## src/hw/rtl/fsmc_pkg.sv

```systemverilog
`default_nettype none
// ----------------------------------------------------------------------------
// Frame slot metadata checker package
// Shared field widths, function codes, states and entry/result structures.
// ----------------------------------------------------------------------------
package fsmc_pkg;

    localparam int PULSE_W    = 64;
    localparam int FRAME_W    = 64;
    localparam int RECORD_W   = 32;
    localparam int PACKETS_W  = 8;
    localparam int MODULE_W   = 5;
    localparam int SLOTS_W    = 5;
    localparam int MODULES_W  = 6;
    localparam int NUM_MOD_W  = 7;
    localparam int FUNC_W     = 2;
    localparam int CFG_IDX_W  = 2;
    localparam int CFG_DATA_W = 8;

    localparam int DIV_BITS  = 8;
    localparam int DIV_STEPS = PULSE_W / DIV_BITS;
    localparam int DIV_CNT_W = $clog2(DIV_STEPS);

    localparam logic [CFG_IDX_W-1:0] CFG_SLOTS    = 2'd0;
    localparam logic [CFG_IDX_W-1:0] CFG_MODULES  = 2'd1;
    localparam logic [CFG_IDX_W-1:0] CFG_EXPECTED = 2'd2;

    localparam logic [SLOTS_W-1:0]   SLOTS_RESET    = 5'd16;
    localparam logic [MODULES_W-1:0] MODULES_RESET  = 6'd32;
    localparam logic [PACKETS_W-1:0] EXPECTED_RESET = 8'd128;

    typedef enum logic [FUNC_W-1:0] {
        FN_WRITE    = 2'd0,
        FN_READ     = 2'd1,
        FN_ASSEMBLE = 2'd2
    } t_func;

    typedef enum logic [2:0] {
        ST_CLEAR,
        ST_IDLE,
        ST_DIV,
        ST_ACCESS,
        ST_READ,
        ST_WALK,
        ST_DONE
    } t_state;

    typedef struct packed {
        logic [PULSE_W-1:0]   pulse_num;
        logic [FRAME_W-1:0]   frame_num;
        logic [RECORD_W-1:0]  acq_record;
        logic [PACKETS_W-1:0] packet_count;
    } t_entry;

    typedef struct packed {
        logic [PULSE_W-1:0]   pulse_num;
        logic [FRAME_W-1:0]   frame_num;
        logic [RECORD_W-1:0]  acq_record;
        logic [PACKETS_W-1:0] packet_count;
        logic                 image_good;
        logic                 outcome;
    } t_result;

endpackage
`default_nettype wire

```

## src/hw/rtl/fsmc_ctrl.sv

```systemverilog
`default_nettype none
// ----------------------------------------------------------------------------
// Metadata checker control
// Sequences clearing, writes, reads and the assemble walk over one slot,
// and holds the result register toward the output channel.
// ----------------------------------------------------------------------------
module fsmc_ctrl #(
    parameter int  MAX_SLOTS   = 16,
    parameter int  MAX_MODULES = 32,
    localparam int DEPTH       = MAX_SLOTS * MAX_MODULES,
    localparam int ADDR_W      = (DEPTH > 1) ? $clog2(DEPTH) : 1
) (
    input  logic                            i_clk,
    input  logic                            i_rst_n,
    input  logic                            i_in_valid,
    output logic                            o_in_stall,
    input  logic [fsmc_pkg::FUNC_W-1:0]     i_func,
    input  logic [fsmc_pkg::PULSE_W-1:0]    i_pulse_num,
    input  logic [fsmc_pkg::MODULE_W-1:0]   i_module_id,
    input  logic [fsmc_pkg::PACKETS_W-1:0]  i_packet_count,
    input  logic [fsmc_pkg::FRAME_W-1:0]    i_frame_num,
    input  logic [fsmc_pkg::RECORD_W-1:0]   i_acq_record,
    input  logic [fsmc_pkg::NUM_MOD_W-1:0]  i_num_modules,
    input  logic [fsmc_pkg::PACKETS_W-1:0]  i_expected,
    output logic                            o_div_start,
    input  logic                            i_div_done,
    input  logic [fsmc_pkg::SLOTS_W-1:0]    i_div_rem,
    output logic                            o_mem_en,
    output logic                            o_mem_we,
    output logic [ADDR_W-1:0]               o_mem_addr,
    output fsmc_pkg::t_entry                o_mem_wdata,
    input  fsmc_pkg::t_entry                i_mem_rdata,
    output logic                            o_out_valid,
    input  logic                            i_out_stall,
    output fsmc_pkg::t_result               o_out
);
    import fsmc_pkg::*;

    localparam int SLOT_W = (MAX_SLOTS > 1) ? $clog2(MAX_SLOTS) : 1;
    localparam int MOD_W  = (MAX_MODULES > 1) ? $clog2(MAX_MODULES) : 1;
    localparam int NUM_IDS = 2 ** MODULE_W;

    t_state                 r_state;
    t_state                 n_state;
    logic [ADDR_W-1:0]      r_clr_addr;
    t_func                  r_func;
    logic [PULSE_W-1:0]     r_pulse;
    logic [MODULE_W-1:0]    r_module;
    logic [PACKETS_W-1:0]   r_packets;
    logic [FRAME_W-1:0]     r_frame;
    logic [RECORD_W-1:0]    r_record;
    logic [SLOT_W-1:0]      r_slot;
    logic [NUM_MOD_W-1:0]   r_idx;
    logic                   r_pend;
    logic                   r_have;
    logic                   r_good;
    logic                   r_mis;
    logic [PULSE_W-1:0]     r_id;
    logic [FRAME_W-1:0]     r_u1;
    logic [RECORD_W-1:0]    r_u2;
    t_result                r_res;
    logic                   r_out_valid;
    t_result                r_out;

    logic [MOD_W-1:0]       w_mod_tab [NUM_IDS];
    logic                   w_accept;
    logic                   w_func_ok;
    logic                   w_walk_issue;
    logic                   w_walk_end;
    logic                   w_out_free;
    logic                   w_complete;
    logic [ADDR_W-1:0]      w_slot_base;
    logic [ADDR_W-1:0]      w_item_addr;
    logic [ADDR_W-1:0]      w_walk_addr;

    for (genvar k = 0; k < NUM_IDS; k++) begin : g_mod_tab
        assign w_mod_tab[k] = MOD_W'(k % MAX_MODULES);
    end

    assign w_func_ok = (i_func == FN_WRITE) || (i_func == FN_READ) ||
                       (i_func == FN_ASSEMBLE);
    assign w_accept     = i_in_valid && (r_state == ST_IDLE);
    assign w_walk_issue = r_idx < i_num_modules;
    assign w_walk_end   = !w_walk_issue && !r_pend;
    assign w_out_free   = !r_out_valid || !i_out_stall;
    assign w_complete   = (i_expected != '0) && (i_mem_rdata.packet_count == i_expected);
    assign w_slot_base  = ADDR_W'(ADDR_W'(r_slot) * ADDR_W'(MAX_MODULES));
    assign w_item_addr  = w_slot_base + ADDR_W'(w_mod_tab[r_module]);
    assign w_walk_addr  = w_slot_base + ADDR_W'(r_idx[MOD_W-1:0]);

    always_comb begin
        n_state = r_state;
        case (r_state)
            ST_CLEAR: begin
                if (r_clr_addr == ADDR_W'(DEPTH - 1)) begin
                    n_state = ST_IDLE;
                end
            end
            ST_IDLE: begin
                if (w_accept && w_func_ok) begin
                    n_state = ST_DIV;
                end
            end
            ST_DIV: begin
                if (i_div_done) begin
                    n_state = ST_ACCESS;
                end
            end
            ST_ACCESS: begin
                case (r_func)
                    FN_READ:     n_state = ST_READ;
                    FN_ASSEMBLE: n_state = ST_WALK;
                    default:     n_state = ST_IDLE;
                endcase
            end
            ST_READ: begin
                n_state = ST_DONE;
            end
            ST_WALK: begin
                if (w_walk_end) begin
                    n_state = ST_DONE;
                end
            end
            ST_DONE: begin
                if (w_out_free) begin
                    n_state = ST_IDLE;
                end
            end
            default: n_state = ST_IDLE;
        endcase
    end

    always_comb begin
        o_in_stall  = (r_state != ST_IDLE);
        o_div_start = w_accept && w_func_ok;
        o_mem_en    = 1'b0;
        o_mem_we    = 1'b0;
        o_mem_addr  = w_item_addr;
        o_mem_wdata = '{pulse_num: r_pulse, frame_num: r_frame,
                        acq_record: r_record, packet_count: r_packets};
        case (r_state)
            ST_CLEAR: begin
                o_mem_en    = 1'b1;
                o_mem_we    = 1'b1;
                o_mem_addr  = r_clr_addr;
                o_mem_wdata = '0;
            end
            ST_ACCESS: begin
                o_mem_en = (r_func == FN_WRITE) || (r_func == FN_READ);
                o_mem_we = (r_func == FN_WRITE);
            end
            ST_WALK: begin
                o_mem_en   = w_walk_issue;
                o_mem_addr = w_walk_addr;
            end
            default: begin
                o_mem_en = 1'b0;
            end
        endcase
    end

    always_ff @(posedge i_clk) begin
        if (!i_rst_n) begin
            r_state     <= ST_CLEAR;
            r_clr_addr  <= '0;
            r_out_valid <= 1'b0;
        end else begin
            r_state <= n_state;
            if (r_state == ST_CLEAR) begin
                r_clr_addr <= r_clr_addr + 1'b1;
            end
            if ((r_state == ST_DONE) && w_out_free) begin
                r_out_valid <= 1'b1;
            end else if (!i_out_stall) begin
                r_out_valid <= 1'b0;
            end
        end
    end

    always_ff @(posedge i_clk) begin
        if (w_accept && w_func_ok) begin
            r_func    <= t_func'(i_func);
            r_pulse   <= i_pulse_num;
            r_module  <= i_module_id;
            r_packets <= i_packet_count;
            r_frame   <= i_frame_num;
            r_record  <= i_acq_record;
        end
        if ((r_state == ST_DIV) && i_div_done) begin
            r_slot <= SLOT_W'(i_div_rem);
        end
        if (r_state == ST_ACCESS) begin
            r_idx  <= '0;
            r_pend <= 1'b0;
            r_have <= 1'b0;
            r_good <= 1'b1;
            r_mis  <= 1'b0;
            r_id   <= '0;
            r_u1   <= '0;
            r_u2   <= '0;
        end
        if (r_state == ST_READ) begin
            r_res <= '{pulse_num: i_mem_rdata.pulse_num,
                       frame_num: i_mem_rdata.frame_num,
                       acq_record: i_mem_rdata.acq_record,
                       packet_count: i_mem_rdata.packet_count,
                       image_good: 1'b0, outcome: 1'b0};
        end
        if (r_state == ST_WALK) begin
            if (w_walk_issue) begin
                r_idx <= r_idx + 1'b1;
            end
            r_pend <= w_walk_issue;
            if (r_pend && !r_mis) begin
                if (!w_complete) begin
                    r_good <= 1'b0;
                end else if (!r_have) begin
                    if (i_mem_rdata.pulse_num != r_pulse) begin
                        r_mis <= 1'b1;
                    end else begin
                        r_have <= 1'b1;
                        r_id   <= i_mem_rdata.pulse_num;
                        r_u1   <= i_mem_rdata.frame_num;
                        r_u2   <= i_mem_rdata.acq_record;
                    end
                end else if ((i_mem_rdata.pulse_num != r_id) ||
                             (i_mem_rdata.frame_num != r_u1) ||
                             (i_mem_rdata.acq_record != r_u2)) begin
                    r_good <= 1'b0;
                end
            end
            if (w_walk_end) begin
                if (r_mis) begin
                    r_res <= '{pulse_num: '0, frame_num: '0, acq_record: '0,
                               packet_count: '0, image_good: 1'b0, outcome: 1'b1};
                end else begin
                    r_res <= '{pulse_num: r_id, frame_num: r_u1, acq_record: r_u2,
                               packet_count: '0, image_good: r_good, outcome: 1'b0};
                end
            end
        end
        if ((r_state == ST_DONE) && w_out_free) begin
            r_out <= r_res;
        end
    end

    assign o_out_valid = r_out_valid;
    assign o_out       = r_out;

endmodule
`default_nettype wire
```

## config.mk

```make
export PLATFORM = sky130hd
export DESIGN_NAME = fsmc_ctrl
export DESIGN_NICKNAME = d
export VERILOG_FILES = /design/src/hw/rtl/fsmc_pkg.sv /design/src/hw/rtl/fsmc_ctrl.sv
export SDC_FILE = /design/constraint.sdc
export NUM_CORES = 1
export LEC_CHECK = 0
export BUFFER_PORTS_ARGS = -buffer_cell sky130_fd_sc_hd__buf_4
export CORE_AREA = 2 2 284 286
export CTS_BUF_LIST = sky130_fd_sc_hd__clkbuf_4
export CTS_CLUSTER_DIAMETER = 80
export CTS_CLUSTER_SIZE = 10
export DETAILED_ROUTE_END_ITERATION = 8
export DIE_AREA = 0 0 286 288
export GPL_ROUTABILITY_DRIVEN = 0
export GPL_TIMING_DRIVEN = 0
export PLACE_DENSITY = 0.64
export SYNTH_ARGS = -nofsm -noshare
export SYNTH_HDL_FRONTEND = slang
export SYNTH_SLANG_ARGS = --single-unit
```

## constraint.sdc

```tcl
create_clock -name i_clk -period 21.9 [get_ports i_clk]
set_input_delay 4.38 -clock i_clk [delete_from_list [all_inputs] [get_ports i_clk]]
set_output_delay 4.38 -clock i_clk [all_outputs]
set_load 0.01 [all_outputs]
```

==> results.txt <==
Setup TNS: 0 ns
P_leak: 17.8 nW
CTS Hold Bufs: 0
Crit. End Element: output pin
Fill cells: 7,553
Share of the synthesized area in the top cell type: 35.7%
Fmax: 94.9 MHz
Clk pin slew, worst setup/hold paths: 0.14 ns
Max cap viols: 0
Cell Pwr Density: 61.4 nW/um^2
Setup crit start kind: input pin
Simple-gate portion of the synthesized area: 10.8%
Yosys warnings: 0
Antenna violations before repair: 8
Sequential fraction of the synthesis area: 59.8%
Latest clock arrival within the worst-skew pair: 0.92 ns
Asr flop ratio synth: 0%
Post-synthesis mux area share: 16.7%
Initial cell density of the core: 36.9%
Synth Register Bits: 703
Commonest cells in the netlist: mux2i_1 (484), nand2_1 (364), dfxtp_1 (353)
Syn nets: 2,820
Fin. Hold Viols: 0
Number of gates resized after cts: 0
Crit Path Max Fanout: 5
Post-Synth XOR/XNOR Area: 6.70%
Global-route wire length before repair: 147,000 um
Final setup viols: 0
Die W: 286 um
CP arrival: 6.16 ns
Hold Path Class: reg -> reg
Actual slew at the worst max-slew pin: 1.08 ns
Layout cells sized above 1: 27.9%
Post-Syn Area: 29,400 um^2
Synth unique cells: 52
Critical Path RT: 17.52 ns
Top Ports: 720
DR DRC count: 0
Maximum VDD drop: 0.0000422 V
Relative slew slack: 28.0%
Top cell type by total area after synthesis: edfxtp_1
Final Skew: 0.0615 ns
Row cnt: 104
Vias in the first global route: 20,806
First DRT Iteration DRCs: 1,232
Post-synth EDFFs: 350
Nets@finish: 3,634
RSZ-0062 raised after global routing: no
Syn avg cell area: 12.1 um^2
Vias after detailed routing: 21,098
Port Buf Inserts: 718
Max-slew violations: 0
Final wirelength: 107,000 um
Gate Count Post-Synth: 2,440
Register area: 17,600 um^2
Critical path class: in -> out
Hold slack final: 0.416 ns
Die Area: 82,400 um^2
CTS buffer count: 80
Fin crit share: 48.1%
Die outline height: 288 um
Total global routing overflow: 0
Largest net degree at the start of global routing: 38
H-Tree Depth: 3
CTS tree: built
Most used DFF post-synth: dfxtp_1
Postcts setup bufs: 0
Longest Clk Path Bufs: 3
Vias per cell: 4.81
Area of the multi-input gates: 10,700 um^2
Root Buffer: clkbuf_4
Detailed Place HPWL: 85,400 um
Sink Count: 703
Outcome: completed
R2R cell count: 9
Gr usage total: 25.1%
Synth Area in Adders: 0.511%
Wire per inst: 24.3 um
Synth Area in Compound Gates: 1.49%
Core Area: 79,600 um^2
DR pass1 iterations: 6
Main combinational cell family by area after synthesis: multiplexers
Layout area overhead: 27.7%
Hold path depth: 0
Min Clock Period, post-route: 10.54 ns
Number of nets with antenna violations after routing: 0
Most frequent cell after synthesis: mux2i_1
Synth area leaders: edfxtp_1 (36%), dfxtp_1 (24%), mux2i_1 (16%), nand2_1 (4.6%), xor2_1 (3.8%)
[stage by stage]
step           total power, mW  instances  util [%]  cell area [um^2]  worst slack (ns)
2_1_floorplan             1.47       2440         -             29400              5.63
3_3_place_gp              1.57       4218      45.4             36100              1.32
3_5_place_dp              1.57       4232      45.7             36400             11.38
4_1_cts                   2.33       4379      47.1             37500             11.37
5_1_grt                   2.39       4382      47.1             37500             11.17
6_report                  2.30       4382      47.1             37500             11.36
[per-layer routing]
layer / wire (um) / track usage [%] / vias up
li1: - / - / 9951
met1: 42700 / 30.4 / 10293
met2: 54200 / 44.7 / 709
met3: 6190 / 4.34 / 139
met4: 3520 / 8.85 / 6
met5: 36 / 0 / -
[power breakdown]
group          internal [mW]  switching [mW]  leakage, nW
Clock                  0.298           0.462        0.679
Combinational         0.0698          0.0703         11.1
Sequential              1.39         0.00987         6.08
[cells by family (layout without fill, tap and decap cells)]
kind of cell / count (synthesis) / in the layout
AOI/OAI and AO/OA: 65 / 65
xor gates and xnor gates: 225 / 225
adders and majority gates: 12 / 12
buffers and inverters: 287 / 1166
DFF: 703 / 703
muxes: 489 / 489
other: 0 / 3
and+or+nand+nor: 659 / 659
[path summary, 6_finish.rpt]
kind | from | to | slack, ns
setup / recovery | i_num_modules[4] | o_mem_en | 11.36
hold / removal | r_res[121] | o_out[121] | 0.42
setup reg to reg | r_pulse[37] | r_id[43] | 18.60
hold reg to reg | r_res[121] | o_out[121] | 0.42
[sequential cells by signal (all words and copies together), names as in the netlist, 2 cells and up]
register and flops:
r_module 5, r_u2 32, r_slot 4, r_u1 64
r_packets 8, r_idx 7, r_frame 64, r_id 64
r_res 170, r_record 32, r_func 2, r_clr_addr 9
r_state 3, r_pulse 64, o_out 170
[layout make-up]
type / instances / area share (%)
antenna: 3 / 0.0200
tap: 1060 / 3.53
buffer: 116 / 1.44
sequential: 703 / 46.8
timing repair buffer: 732 / 15.1
inverter: 171 / 1.71
clock buffer: 140 / 2.80
clock inverter: 7 / 0.167
multi-input combinational: 1450 / 28.4
[cells in the final DEF, fill, tap and decap left out, drive strengths merged, types with 2 or more instances in the layout]
| cell | netlist | routed |
|---|---|---|
| or4 | 2 | 2 |
| a22o | 2 | 2 |
| a21boi | 4 | 4 |
| o211ai | 3 | 3 |
| nand3 | 4 | 4 |
| edfxtp | 350 | 350 |
| and3b | 2 | 2 |
| a22oi | 5 | 5 |
| dfxtp | 353 | 353 |
| diode | 0 | 3 |
| mux2 | 5 | 5 |
| nand2 | 364 | 364 |
| clkbuf | 71 | 211 |
| ha | 12 | 12 |
| a221oi | 2 | 2 |
| o21ai | 9 | 9 |
| or3 | 4 | 4 |
| nor4 | 39 | 39 |
| o2bb2ai | 3 | 3 |
| nor2 | 11 | 11 |
| nand4 | 38 | 38 |
| clkinv | 0 | 2 |
| and2 | 8 | 8 |
| a21oi | 17 | 17 |
| o22ai | 3 | 3 |
| o41ai | 2 | 2 |
| buf | 45 | 777 |
| xnor2 | 97 | 97 |
| mux2i | 484 | 484 |
| inv | 171 | 174 |
| nor3 | 5 | 5 |
| a21o | 5 | 5 |
| xor2 | 128 | 128 |
| nand2b | 3 | 3 |
| nand3b | 3 | 3 |
| nor2b | 172 | 172 |
| nor3b | 2 | 2 |
[critical path, stage by stage]
cell     delay, ns
buf_4         0.08
inv_1         0.03
ha_1          0.30
a21o_1        0.17
a21o_1        0.17
a21oi_1       0.21
o21ai_0       0.24
nor2_1        0.32
a211o_1       0.14
buf_4         0.12
Note: power is estimated with default switching activity, not from simulation.
